--- src/sv/bcc_pkg.sv ---
// Shared types and constants for the button click classifier.
package bcc_pkg;

    localparam int CFG_W  = 16;
    localparam int MODE_W = 3;
    localparam int KIND_W = 2;
    localparam int IDX_W  = 2;

    localparam logic [MODE_W-1:0] MODE_IDLE     = 3'd0;
    localparam logic [MODE_W-1:0] MODE_DEBOUNCE = 3'd1;
    localparam logic [MODE_W-1:0] MODE_HELD     = 3'd2;
    localparam logic [MODE_W-1:0] MODE_GAP      = 3'd3;
    localparam logic [MODE_W-1:0] MODE_WAIT_REL = 3'd4;
    localparam logic [MODE_W-1:0] MODE_LOCKOUT  = 3'd5;

    localparam logic [KIND_W-1:0] EV_SINGLE = 2'd0;
    localparam logic [KIND_W-1:0] EV_DOUBLE = 2'd1;
    localparam logic [KIND_W-1:0] EV_LONG   = 2'd2;

    localparam logic [IDX_W-1:0] REG_DEBOUNCE = 2'd0;
    localparam logic [IDX_W-1:0] REG_LONG     = 2'd1;
    localparam logic [IDX_W-1:0] REG_GAP      = 2'd2;
    localparam logic [IDX_W-1:0] REG_LOCKOUT  = 2'd3;

    localparam logic [CFG_W-1:0] DEBOUNCE_RST = 16'd20;
    localparam logic [CFG_W-1:0] LONG_RST     = 16'd1000;
    localparam logic [CFG_W-1:0] GAP_RST      = 16'd370;
    localparam logic [CFG_W-1:0] LOCKOUT_RST  = 16'd100;

    typedef struct packed {
        logic [CFG_W-1:0] debounce_ticks;
        logic [CFG_W-1:0] long_press_ticks;
        logic [CFG_W-1:0] double_gap_ticks;
        logic [CFG_W-1:0] lockout_ticks;
    } bcc_cfg_t;

    typedef struct packed {
        logic              valid;
        logic [KIND_W-1:0] kind;
    } bcc_evt_t;

endpackage

--- src/sv/bcc_step.sv ---
// Next-state and event logic for one tick of the click classifier.
module bcc_step
    import bcc_pkg::*;
#(
    parameter int TIMER_BITS = 16
) (
    input  bcc_cfg_t              cfg,
    input  logic                  pin_level,
    input  logic                  prev_level,
    input  logic [MODE_W-1:0]     mode,
    input  logic [TIMER_BITS-1:0] tick_count,
    input  logic [TIMER_BITS-1:0] gap_count,
    input  logic                  second_press,
    output logic [MODE_W-1:0]     mode_next,
    output logic [TIMER_BITS-1:0] tick_next,
    output logic [TIMER_BITS-1:0] gap_next,
    output logic                  second_next,
    output bcc_evt_t              evt
);

    localparam int LW = (TIMER_BITS > CFG_W) ? TIMER_BITS : CFG_W;
    localparam logic [TIMER_BITS-1:0] CNT_MAX = {TIMER_BITS{1'b1}};

    function automatic logic [TIMER_BITS-1:0] cnt_inc(input logic [TIMER_BITS-1:0] c);
        return (c == CNT_MAX) ? c : c + TIMER_BITS'(1);
    endfunction

    // counter reached limit, with the limit clamped to the counter range
    function automatic logic reached(input logic [TIMER_BITS-1:0] c,
                                     input logic [CFG_W-1:0] v);
        logic [LW-1:0] cx;
        logic [LW-1:0] vx;
        logic [LW-1:0] mx;
        cx = LW'(c);
        vx = LW'(v);
        mx = LW'(CNT_MAX);
        return (vx >= mx) ? (c == CNT_MAX) : (cx >= vx);
    endfunction

    logic fall;
    logic rise;

    assign fall = prev_level & ~pin_level;
    assign rise = ~prev_level & pin_level;

    always_comb begin
        mode_next   = mode;
        tick_next   = tick_count;
        gap_next    = gap_count;
        second_next = second_press;
        evt.valid   = 1'b0;
        evt.kind    = EV_SINGLE;
        case (mode)
            MODE_IDLE: begin
                if (fall) begin
                    mode_next   = MODE_DEBOUNCE;
                    tick_next   = '0;
                    second_next = 1'b0;
                    if (cfg.debounce_ticks == '0) begin
                        mode_next = MODE_HELD;
                    end
                end
            end
            MODE_DEBOUNCE: begin
                tick_next = cnt_inc(tick_count);
                if (second_press) begin
                    gap_next = cnt_inc(gap_count);
                end
                if (reached(tick_next, cfg.debounce_ticks)) begin
                    second_next = 1'b0;
                    if (!pin_level) begin
                        if (second_press) begin
                            mode_next = MODE_WAIT_REL;
                            evt.valid = 1'b1;
                            evt.kind  = EV_DOUBLE;
                        end else begin
                            mode_next = MODE_HELD;
                            tick_next = '0;
                        end
                    end else begin
                        mode_next = second_press ? MODE_GAP : MODE_IDLE;
                    end
                end
                if (second_press && !evt.valid &&
                    (mode_next == MODE_DEBOUNCE || mode_next == MODE_GAP) &&
                    reached(gap_next, cfg.double_gap_ticks)) begin
                    second_next = 1'b0;
                    evt.valid   = 1'b1;
                    evt.kind    = EV_SINGLE;
                    tick_next   = '0;
                    mode_next   = (cfg.lockout_ticks == '0) ? MODE_IDLE : MODE_LOCKOUT;
                end
            end
            MODE_HELD: begin
                tick_next = cnt_inc(tick_count);
                if (rise) begin
                    mode_next = MODE_GAP;
                    gap_next  = '0;
                end else if (reached(tick_next, cfg.long_press_ticks)) begin
                    mode_next = MODE_WAIT_REL;
                    evt.valid = 1'b1;
                    evt.kind  = EV_LONG;
                end
            end
            MODE_GAP: begin
                gap_next = cnt_inc(gap_count);
                if (reached(gap_next, cfg.double_gap_ticks)) begin
                    evt.valid = 1'b1;
                    evt.kind  = EV_SINGLE;
                    tick_next = '0;
                    mode_next = (cfg.lockout_ticks == '0) ? MODE_IDLE : MODE_LOCKOUT;
                end else if (fall) begin
                    mode_next   = MODE_DEBOUNCE;
                    tick_next   = '0;
                    second_next = 1'b1;
                    if (cfg.debounce_ticks == '0) begin
                        second_next = 1'b0;
                        mode_next   = MODE_WAIT_REL;
                        evt.valid   = 1'b1;
                        evt.kind    = EV_DOUBLE;
                    end
                end
            end
            MODE_WAIT_REL: begin
                if (rise) begin
                    tick_next = '0;
                    mode_next = (cfg.lockout_ticks == '0) ? MODE_IDLE : MODE_LOCKOUT;
                end
            end
            MODE_LOCKOUT: begin
                tick_next = cnt_inc(tick_count);
                if (reached(tick_next, cfg.lockout_ticks)) begin
                    mode_next = MODE_IDLE;
                end
            end
            default: begin
                mode_next   = MODE_IDLE;
                second_next = 1'b0;
            end
        endcase
    end

endmodule

--- src/sv/button_click_classifier.sv ---
// A result request is registered and appears on m_ in the cycle after the tick that causes it.
// One tick per cycle while s_tready is high; the mode and counter registers update on each accepted tick.
// s_tready drops only while a finished result waits on a stalled m_ side.
// Reset (aresetn low, synchronous): mode idle, counters zero, pin history released,
// registers back to their defaults, no result pending.
module button_click_classifier
    import bcc_pkg::*;
#(
    parameter int TIMER_BITS = 16
) (
    input  logic             aclk,
    input  logic             aresetn,
    input  logic             cfg_wr_en,
    input  logic [IDX_W-1:0] cfg_index,
    input  logic [CFG_W-1:0] cfg_wdata,
    input  logic             s_tvalid,
    output logic             s_tready,
    input  logic [7:0]       s_tdata,   // [0] pin_level, [7:1] zero
    output logic             m_tvalid,
    input  logic             m_tready,
    output logic [7:0]       m_tdata    // [1:0] event_kind, [7:2] zero
);

    bcc_cfg_t              cfg_reg;
    logic [MODE_W-1:0]     mode_reg;
    logic [TIMER_BITS-1:0] tick_reg;
    logic [TIMER_BITS-1:0] gap_reg;
    logic                  second_reg;
    logic                  prev_reg;
    logic                  m_valid_reg;
    logic [KIND_W-1:0]     m_kind_reg;

    logic [MODE_W-1:0]     mode_next;
    logic [TIMER_BITS-1:0] tick_next;
    logic [TIMER_BITS-1:0] gap_next;
    logic                  second_next;
    bcc_evt_t              evt;
    logic                  s_fire;

    assign s_tready = ~m_valid_reg | m_tready;
    assign s_fire   = s_tvalid & s_tready;
    assign m_tvalid = m_valid_reg;
    assign m_tdata  = {{(8 - KIND_W){1'b0}}, m_kind_reg};

    bcc_step #(
        .TIMER_BITS(TIMER_BITS)
    ) u_step (
        .cfg         (cfg_reg),
        .pin_level   (s_tdata[0]),
        .prev_level  (prev_reg),
        .mode        (mode_reg),
        .tick_count  (tick_reg),
        .gap_count   (gap_reg),
        .second_press(second_reg),
        .mode_next   (mode_next),
        .tick_next   (tick_next),
        .gap_next    (gap_next),
        .second_next (second_next),
        .evt         (evt)
    );

    always_ff @(posedge aclk) begin
        if (!aresetn) begin
            cfg_reg.debounce_ticks   <= DEBOUNCE_RST;
            cfg_reg.long_press_ticks <= LONG_RST;
            cfg_reg.double_gap_ticks <= GAP_RST;
            cfg_reg.lockout_ticks    <= LOCKOUT_RST;
        end else if (cfg_wr_en) begin
            case (cfg_index)
                REG_DEBOUNCE: cfg_reg.debounce_ticks   <= cfg_wdata;
                REG_LONG:     cfg_reg.long_press_ticks <= cfg_wdata;
                REG_GAP:      cfg_reg.double_gap_ticks <= cfg_wdata;
                REG_LOCKOUT:  cfg_reg.lockout_ticks    <= cfg_wdata;
                default: begin
                end
            endcase
        end
    end

    always_ff @(posedge aclk) begin
        if (!aresetn) begin
            mode_reg   <= MODE_IDLE;
            tick_reg   <= '0;
            gap_reg    <= '0;
            second_reg <= 1'b0;
            prev_reg   <= 1'b1;
        end else if (s_fire) begin
            mode_reg   <= mode_next;
            tick_reg   <= tick_next;
            gap_reg    <= gap_next;
            second_reg <= second_next;
            prev_reg   <= s_tdata[0];
        end
    end

    always_ff @(posedge aclk) begin
        if (!aresetn) begin
            m_valid_reg <= 1'b0;
        end else if (s_fire && evt.valid) begin
            m_valid_reg <= 1'b1;
        end else if (m_tready) begin
            m_valid_reg <= 1'b0;
        end
    end

    always_ff @(posedge aclk) begin
        if (s_fire && evt.valid) begin
            m_kind_reg <= evt.kind;
        end
    end

`ifndef ASSERT_OFF
    a_second_only_in_debounce: assert property (@(posedge aclk) disable iff (!aresetn)
        second_reg |-> mode_reg == MODE_DEBOUNCE)
        else $error("second press flag outside debounce");

    a_double_source: assert property (@(posedge aclk) disable iff (!aresetn)
        s_fire && evt.valid && evt.kind == EV_DOUBLE |-> second_reg || mode_reg == MODE_GAP)
        else $error("double click without a pending second press");

    a_long_source: assert property (@(posedge aclk) disable iff (!aresetn)
        s_fire && evt.valid && evt.kind == EV_LONG |-> mode_reg == MODE_HELD)
        else $error("long press outside held mode");

    a_kind_range: assert property (@(posedge aclk) disable iff (!aresetn)
        s_fire && evt.valid |=> m_tvalid && m_kind_reg != 2'd3)
        else $error("result request lost or invalid kind");
`endif

endmodule

--- config.mk ---
export PLATFORM = sky130hd
export DESIGN_NAME = button_click_classifier
export DESIGN_NICKNAME = d
export VERILOG_FILES = /design/src/sv/bcc_pkg.sv /design/src/sv/bcc_step.sv /design/src/sv/button_click_classifier.sv
export SDC_FILE = /design/constraint.sdc
export NUM_CORES = 1
export LEC_CHECK = 0
export CORE_UTILIZATION = 55
export DETAILED_ROUTE_END_ITERATION = 8
export DONT_BUFFER_PORTS = 1
export HOLD_SLACK_MARGIN = 0.08
export PLACE_DENSITY = 0.7
export SETUP_SLACK_MARGIN = 0.4
export SYNTH_ARGS = -nofsm -noshare
export SYNTH_HDL_FRONTEND = slang
export SYNTH_SLANG_ARGS = --single-unit
export TNS_END_PERCENT = 20
--- constraint.sdc ---
create_clock -name aclk -period 5.1 [get_ports aclk]
set_input_delay 1.02 -clock aclk [delete_from_list [all_inputs] [get_ports aclk]]
set_output_delay 1.02 -clock aclk [all_outputs]
set_load 0.1 [all_outputs]
==> results by stage, run 1 <==
Power:
- VDD sags by at most between 0.0002 and 0.00025 V.
- The share of total power in the clock network is 30.9%.
- The combinational share of power is between 20% and 30%.
- For this design the ratio of total power to cell area is ~280 mW/mm^2.
- The internal power summed over all cells is roughly 1.6 mW.
- The fraction of power consumed by sequential logic is about two fifths.
- The fraction of power spent switching nets is 37.09%.
- Summed over all nets, the switching power comes to roughly 0.91 mW.
- The leakage component of the power is between 3 and 4 nW.

Timing:
- The final worst clock skew is 0.01116 ns.
- The pin slew with the least headroom to its limit is 1.069 ns.
- After layout, the worst path uses 87.79% of the clock period.
- Across all hold checks on the routed design, the worst slack comes to 0.4830 ns.
- The shortest period the worst path allows is 4.477 ns.
- The worst slew slack as a fraction of its limit is between 20% and 30%.
- The total setup violations reported at the end of the flow is 0.
- The final setup TNS is 0 ns.
- The final number of hold-violating endpoints is 0.
- Setup repair after global routing could not meet its margin everywhere.
- Timing would allow up to around 0.22 GHz.
- The count of final max-slew check failures was 0.

Synthesis:
- The gate count of the mapped netlist is between 1000 and 1500.
- For this run, the leading register cell type out of synthesis is dfxtp_1.
- Of all cell types, the one taking the most synthesized area is dfxtp_1.
- After synthesis, the netlist uses 79 different library cells.
- After synthesis the cells add up to 0.008367 sq mm.
- The share of synthesized area in the top cell type comes to 24.41%.
- The most instantiated library cell after synthesis is nand2_1.
- The sequential element share of the synthesized area is roughly 25%.
- The synthesized design contains 2 enable-type register cells.
- Ranked by total cell area, the synthesized netlist is headed by dfxtp_1 (24%), ha_1 (13%), nand2_1 (7.8%).
- Of all flip-flops after synthesis, the portion carrying an async set or reset was 0%.
- The synthesized design contains 104 register bits.
- In the synthesized netlist, the cells that appear most often are nand2_1 (173), dfxtp_1 (102), inv_1 (85), ha_1 (84), nor2_1 (61).
- The total number of yosys warnings is 0.
- The average instance in the mapped netlist occupies around 7.7 sq um.

Global routing:
- The busiest metal layer after global routing is met1.
- Across every metal layer, demand over resource in global routing totals approximately 30%.
- For met1 alone, demand over resource in global routing was a little over two fifths.
- In the global route stage, met3 resource usage came out at 7.659%.
- The via count of the first global-routing pass is about 7000.
- The pin count of the biggest net entering global routing is 99.
- The first-pass GRT wire length is roughly 38000 um.
- For this run, global-route usage on met2 was measured as a little over two fifths.
- The number of antenna violations at the first check in global routing came to 0.
- The overall overflow remaining after global route is 0.

Critical path:
- The start point of the critical path is tick_reg[0].
- The top cell family by delay on the critical path is simple AND/OR/NAND/NOR gates.
- STA classifies the critical path startpoint as a flop.
- Along the worst path, the maximum fanout reaches 11.
- On the worst path, the slowest cell contributes a delay of around 0.64 ns.
- The number of cells on the worst reg-to-reg path is 15.
- The worst flop-to-flop path endpoint is m_kind_reg[1].
- Walking the worst path, the cells encountered are buf_4 > nand4_1 > or4_1 > nor2_1 > xor2_2 > ha_1 > a211o_1 > a2111oi_0 > o41a_1 > o22ai_2 > mux2i_1 > nor2_1 > or2_1 > a21o_1 > a21oi_1.
- The endpoint class of the critical path is a flop.
- In this run the register-to-register setup slack is ~0.62 ns.
- The reg-to-reg startpoint is tick_reg[0].
- The worst-path cell with the longest stage delay is or4_1.
- For the worst setup path, the data required time is a little over 5 ns.
- The most prevalent standard cell on the critical path is nor2_1.
- The count of buffer and inverter cells on the critical path is 1.
- Data arrives at the worst endpoint at 4.54 ns.
- The class of the most critical setup path is flop to flop.

Routing:
- Dividing the detail-routed via count by the number of cells gives 6.335.
- In the final routed layout, each cell accounts on average for 18.61 um.
- After the first detailed-routing iteration, the DRC count stood at 888.
- After detailed routing, the number of remaining DRC violations is 1.
- The first detailed-routing pass ran for 8 iterations.
- The final layout contains routed wiring with a total length of roughly 23000 um.
- Once detail routing completed, the nets flagged for antenna violations numbered 0.
- For this block, the via count after detailed routing is approximately 8000.

Status:
- The flow ran to the end, but the final reports show violations.
- The checks that failed: design-rule violations.

Clock tree:
- The TritonCTS buffer count is 9.
- The later pin in the worst-skew pair is clocked with a latency of between 0.3 and 0.4 ns.
- Clock tree synthesis selected as its root buffer the cell clkbuf_16.
- The number of hold buffers added after CTS was 0.
- The H-tree was split into 3 levels.
- Counting every sink on the clock net gives 104.
- The longest clock path from root to sink contains 2 buffers.
- The clock edge transition at the registers on the reported setup and hold paths is ~0.08 ns.
- The clock tree from TritonCTS is yes.

Placement:
- The number of buffers inserted by port buffering is 0.
- The placer's final routability congestion estimate is approximately 0.91.
- Summed over all nets, the half-perimeter wirelength after detailed placement is about 18000 um.

Floorplan:
- The floorplan step set the die width to 125.3 um.
- The count of boundary I/O pins is between 40 and 50.
- The total die area is between 0.015 and 0.02 sq mm.
- The initial utilization of the core area, before any placement, comes to 56.92%.
- The height of the chip is about 130 um.
- After floorplanning, the core was divided into 44 placement rows.
- The floorplan core area is around 0.015 sq mm.

Finish:
- 0 antenna diodes ended up in the layout.
- The synthesis-to-finish area growth is 6.027%.
- The final layout net count is ~1200.
- The flip-flop count of the largest register after layout is 64.
- Cells with a size suffix above 1 make up slightly above 8% of the layout.

Worst hold path:
- The hold-critical path depth is 2.
- The path class of the lowest-slack min-delay path is flop to flop.
- The path with the worst hold slack has its endpoint at cfg_reg[34].
- In this run the most critical hold path is launched from cfg_reg[34].

Flow run:
- The tool flagged a number of max-cap violations equal to 0.
==> how the worst max path moves through the flow <==
stage | end | slack (ns) | cells past startpoint
5_1_grt | m_kind_reg[1] | 0.34 | 15
3_5_place_dp | m_kind_reg[1] | 0.44 | 15
2_1_floorplan | m_kind_reg[0] | 1.02 | 16
3_3_place_gp | m_kind_reg[1] | 0.50 | 15
6_report | m_kind_reg[1] | 0.62 | 15
4_1_cts | m_kind_reg[1] | 0.42 | 15
==> cells by family after synthesis <==
kind of cell / after synthesis / share of synthesized area, %
compound gates: 285 / 24.73
buf+inv: 152 / 7.672
fa+ha+maj: 84 / 12.56
mux: 19 / 2.378
xor+xnor: 13 / 1.361
other cells: 1 / 0.04482
flops: 104 / 25.12
simple gates: 432 / 26.13
==> per-stage QoR <==
stage	std cells	utilization (%)	total power [mW]	worst slack (ns)	area, sq um
after floorplan	1095	-	1.528	1.024	8386
after detailed placement	1233	57.52	1.695	0.4401	8456
after global placement	1233	57.52	1.686	0.4995	8456
after CTS	1249	59.70	2.449	0.4200	8776
final	1255	60.35	2.466	0.6228	8871
after global routing	1255	60.35	2.597	0.3404	8871
==> layout by cell type, fill, tap and decap left out, types with 6 or more instances in the layout <==
| cell type | instances |
|---|---|
| mux2i_1 | 11 |
| nor4_1 | 23 |
| a211oi_1 | 9 |
| dfxtp_1 | 97 |
| ha_1 | 84 |
| nor3b_1 | 9 |
| and2_1 | 9 |
| conb_1 | 6 |
| o211ai_1 | 22 |
| nor3_1 | 11 |
| a221oi_1 | 9 |
| inv_1 | 85 |
| xnor2_1 | 8 |
| nand3_1 | 27 |
| o221a_1 | 6 |
| a21boi_0 | 52 |
| o211a_1 | 7 |
| mux2_2 | 7 |
| a32o_1 | 9 |
| and4_1 | 7 |
| and3_1 | 13 |
| clkbuf_16 | 9 |
| nand2b_1 | 16 |
| a31oi_1 | 15 |
| nor2_1 | 60 |
| nand2_1 | 173 |
| nor2b_1 | 18 |
| nand4_1 | 36 |
| o21ai_0 | 36 |
| a21o_1 | 16 |
| buf_4 | 27 |
| a21oi_1 | 47 |
==> area by class of cell <==
class                      instances  area (sq um)
clock inverter                     7         95.09
tap                              184         230.2
clock buffer                       9         225.2
sequential                       104          2108
inverter                          85         319.1
multi-input combinational        839          5690
timing repair buffer              27         202.7
fill                            1400          5828
==> worst min-delay path: stages (launching register included) <==
cell,delay [ns]
dfxtp_1,0.33
nand2_1,0.05
a21boi_0,0.06
==> routing by layer <==
| layer | wire length (um) | vias up |
|---|---|---|
| met4 | 445 | 0 |
| met1 | 11060 | 3676 |
| li1 | - | 3907 |
| met5 | 0 | - |
| met2 | 9648 | 333 |
| met3 | 2208 | 35 |
==> power by group through the flow <==
stage	Sequential, mW	Combinational (mW)	Clock [mW]
final	0.971	0.732	0.763
after global routing	0.983	0.815	0.799
after CTS	0.965	0.716	0.768
after detailed placement	0.984	0.711	0
after global placement	0.982	0.703	0
after floorplan	0.919	0.609	0
==> repair_timing <==
action | in CTS | in global routing
setup endpoints to repair | 0 | 23
buffers inserted | 0 | 6
resized for setup | 0 | 15
No activity file was read; power rests on OpenSTA's default activity.
==> inputs of run 2 (changes only) <==
RECOVER_POWER = 25   (was default)
==> run 2 against run 1 <==
The run still ends with design-rule violations left. Clock skew rose by 0.00054 ns. Clock power barely moved. Critical path depth did not move. Maximum frequency barely moved. Register-to-register slack barely moved. Die area did not move. Combinational power barely moved. Via count rose by 0.21%. Worst hold slack barely moved. Design area barely moved. Critical path type unchanged.
==> results by stage, run 2 (synthesis gave the netlist of run 1 again) <==
Timing:
- The worst slew slack as a fraction of its limit is 26.52% (was 28.42%).
- The count of final max-slew check failures is 0 (unchanged).
- The share of the cycle needed by the critical path after routing is 87.79% (about the same).
- The total setup violations reported at the end of the flow came to 0 (unchanged).
- The final worst clock skew is 0.01170 ns (was 0.01116 ns).
- The worst slack on hold paths came to 0.4829 ns (was 0.4830 ns).
- The shortest period the worst path allows was 4.477 ns (about the same).
- The final number of hold-violating endpoints is 0 (unchanged).
- The final setup TNS is 0 ns (unchanged).
- Unrepaired setup endpoints after global routing: true (unchanged).
- The highest clock frequency the design can meet came to 0.2234 GHz (about the same).
- The pin slew with the least headroom to its limit is 1.097 ns (was 1.069 ns).

Routing:
- The antenna violation net count after detailed routing is 0 (unchanged).
- The DRC violations left is 1 (unchanged).
- The number of iterations in the first detailed-routing pass is 7 (was 8).
- The routed wire length on met3 is 2067 um (was 2208 um).
- The violation count after the first detailed-routing iteration is 888 (unchanged).
- The via count of the routed design was 7968 (was 7951).
- The detail-routed net length per standard cell is 18.63 um (was 18.61 um).
- The post-route met1 wirelength is 11190 um (was 11060 um).
- The detailed-routed wire length on met2 came to 9667 um (was 9648 um).
- The uppermost signal routing layer after detailed routing is met4 (unchanged).
- The via density per instance is 6.349 (was 6.335).
- The final routed wirelength across all metal layers came to 23380 um (was 23360 um).

Global routing:
- The via count of the first global-routing pass is 6981 (unchanged).
- The pin count of the biggest net entering global routing came to 99 (unchanged).
- The number of antenna violations at the first check in global routing is 0 (unchanged).
- The global routing usage summed across all routing layers is 30.13% (unchanged).
- The overall overflow remaining after global route is 0 (unchanged).
- The first-pass GRT wire length is 37610 um (unchanged).

Status:
- Run status: finished, violations left (unchanged).
- Failing checks: design-rule violations (unchanged).

Clock tree:
- The depth of the CTS H-tree is 3 (unchanged).
- The TritonCTS buffer count is 9 (unchanged).
- The clock tree from TritonCTS is yes (unchanged).
- The cell at the root of the clock tree is clkbuf_16 (unchanged).
- The clock latency on the worst-skew pair is 0.37 ns (about the same).
- The count of clock tree sinks was 104 (unchanged).
- The clock edge transition at the registers on the reported setup and hold paths is 0.08 ns (about the same).
- The maximum root-to-sink buffer count is 2 (unchanged).
- The post-cts hold buffer count is 0 (unchanged).

Power:
- The leakage component of the power is 3.613 nW (was 3.622 nW).
- The maximum ir drop on the vdd rail is 0.0002319 V (was 0.0002315 V).
- The power per unit of standard cell area was 278.3 mW/mm^2 (was 278.0 mW/mm^2).

Finish:
- The antenna diode count is 0 (unchanged).
- The most common cell after layout, fill and taps aside is nand2_1 (unchanged).
- The synthesis-to-finish area growth is 5.937% (was 6.027%).
- The flip-flop count of the largest register after layout is 64 (unchanged).
- The share of the core filled with cells in the final layout is 60.30% (was 60.35%).
- The number of fillers in the final layout is 1402 (was 1400).
- Most used cells in the layout excluding fill and tap cells: nand2_1 (173), dfxtp_1 (97), inv_1 (85) (unchanged).
- The fraction of final layout cells sized beyond drive strength 1 is 7.937% (was 8.123%).
- The final layout net count came to 1181 (unchanged).

Placement:
- The number of buffers inserted by port buffering came to 0 (unchanged).
- The detailed-placement wirelength estimate is 17530 um (unchanged).
- The placer's final routability congestion estimate is 0.9081 (unchanged).

Critical path:
- The endpoint class of the critical path was a flop (unchanged).
- The largest fanout of any net on the critical path is 11 (unchanged).
- The required time of the critical path is 5.16 ns (about the same).
- The arrival time of the worst setup path came to 4.54 ns (about the same).
- The class of the most critical setup path was flop to flop (unchanged).
- The sort of element at the start of the critical path was a flop (unchanged).

Flow run:
- The total of max-cap violations came to 0 (unchanged).

Floorplan:
- The floorplan core area was 0.01470 sq mm (unchanged).
- The total number of placement rows was 44 (unchanged).
- The starting density of the core is 56.92% (unchanged).
- The count of boundary I/O pins is 41 (unchanged).
- The height of the chip was 125.3 um (unchanged).
- The total die area was 0.01571 sq mm (unchanged).
- The die outline width came to 125.3 um (unchanged).

Worst hold path:
- The path class of the lowest-slack min-delay path is flop to flop (unchanged).
[run 2: cell types whose count changed in the layout (fill, tap and decap cells not counted), sizes merged]
cell	previous run	this run
buf	27	25
clkbuf	9	11
[run 2: final timing paths]
check | startpoint | endpoint | slack (ns) | cells after the start
min | cfg_reg[34] | cfg_reg[34] | 0.48 | 2
max reg2reg | tick_reg[0] | m_kind_reg[1] | 0.62 | 15
min reg2reg | cfg_reg[34] | cfg_reg[34] | 0.48 | 2
max | tick_reg[0] | m_kind_reg[1] | 0.62 | 15
[run 2: critical path, stage by stage (launching register included)]
cell,delay [ns]
dfxtp_1,0.34
buf_4,0.18
nand4_1,0.21
or4_1,0.64
nor2_1,0.22
xor2_2,0.26
ha_1,0.31
a211o_1,0.29
a2111oi_0,0.37
o41a_1,0.23
o22ai_2,0.14
mux2i_1,0.19
nor2_1,0.08
or2_1,0.32
a21o_1,0.20
a21oi_1,0.19
[run 2: final cells by class]
type                       count  area [sq um]  area share, %
multi-input combinational    839          5690          64.20
inverter                      85         319.1          3.600
tap                          184         230.2          2.597
timing repair buffer          27         195.2          2.202
clock buffer                   9         225.2          2.541
clock inverter                 7         95.09          1.073
sequential                   104          2108          23.79
[run 2: metal layers]
metal	GRT usage (%)	vias to the layer above
met1	43.81	3699
met5	0	-
met2	43.81	331
li1	-	3904
met3	7.659	34
met4	8.034	0
[run 2: repair_timing]
action / 4_1_cts / 5_1_grt
endpoints found under the setup margin: 0 / 23
endpoints found under the hold margin: 0 / 0
setup buffers: 0 / 6
gates resized for setup: 0 / 15
[run 2: power by group]
part           total, mW  switching, mW  internal [mW]
Clock              0.762          0.365          0.397
Sequential         0.972          0.103          0.868
Combinational      0.733          0.448          0.285
Total               2.47          0.916           1.55
[run 2: through the flow]
stage / power [mW] / area, sq um / setup WS, ns / instances
floorplan: 1.528 / 8386 / 1.024 / 1095
global placement: 1.686 / 8456 / 0.4995 / 1233
detailed placement: 1.695 / 8456 / 0.4401 / 1233
CTS: 2.449 / 8776 / 0.4200 / 1249
global route: 2.596 / 8864 / 0.3404 / 1255
finish: 2.467 / 8864 / 0.6229 / 1255
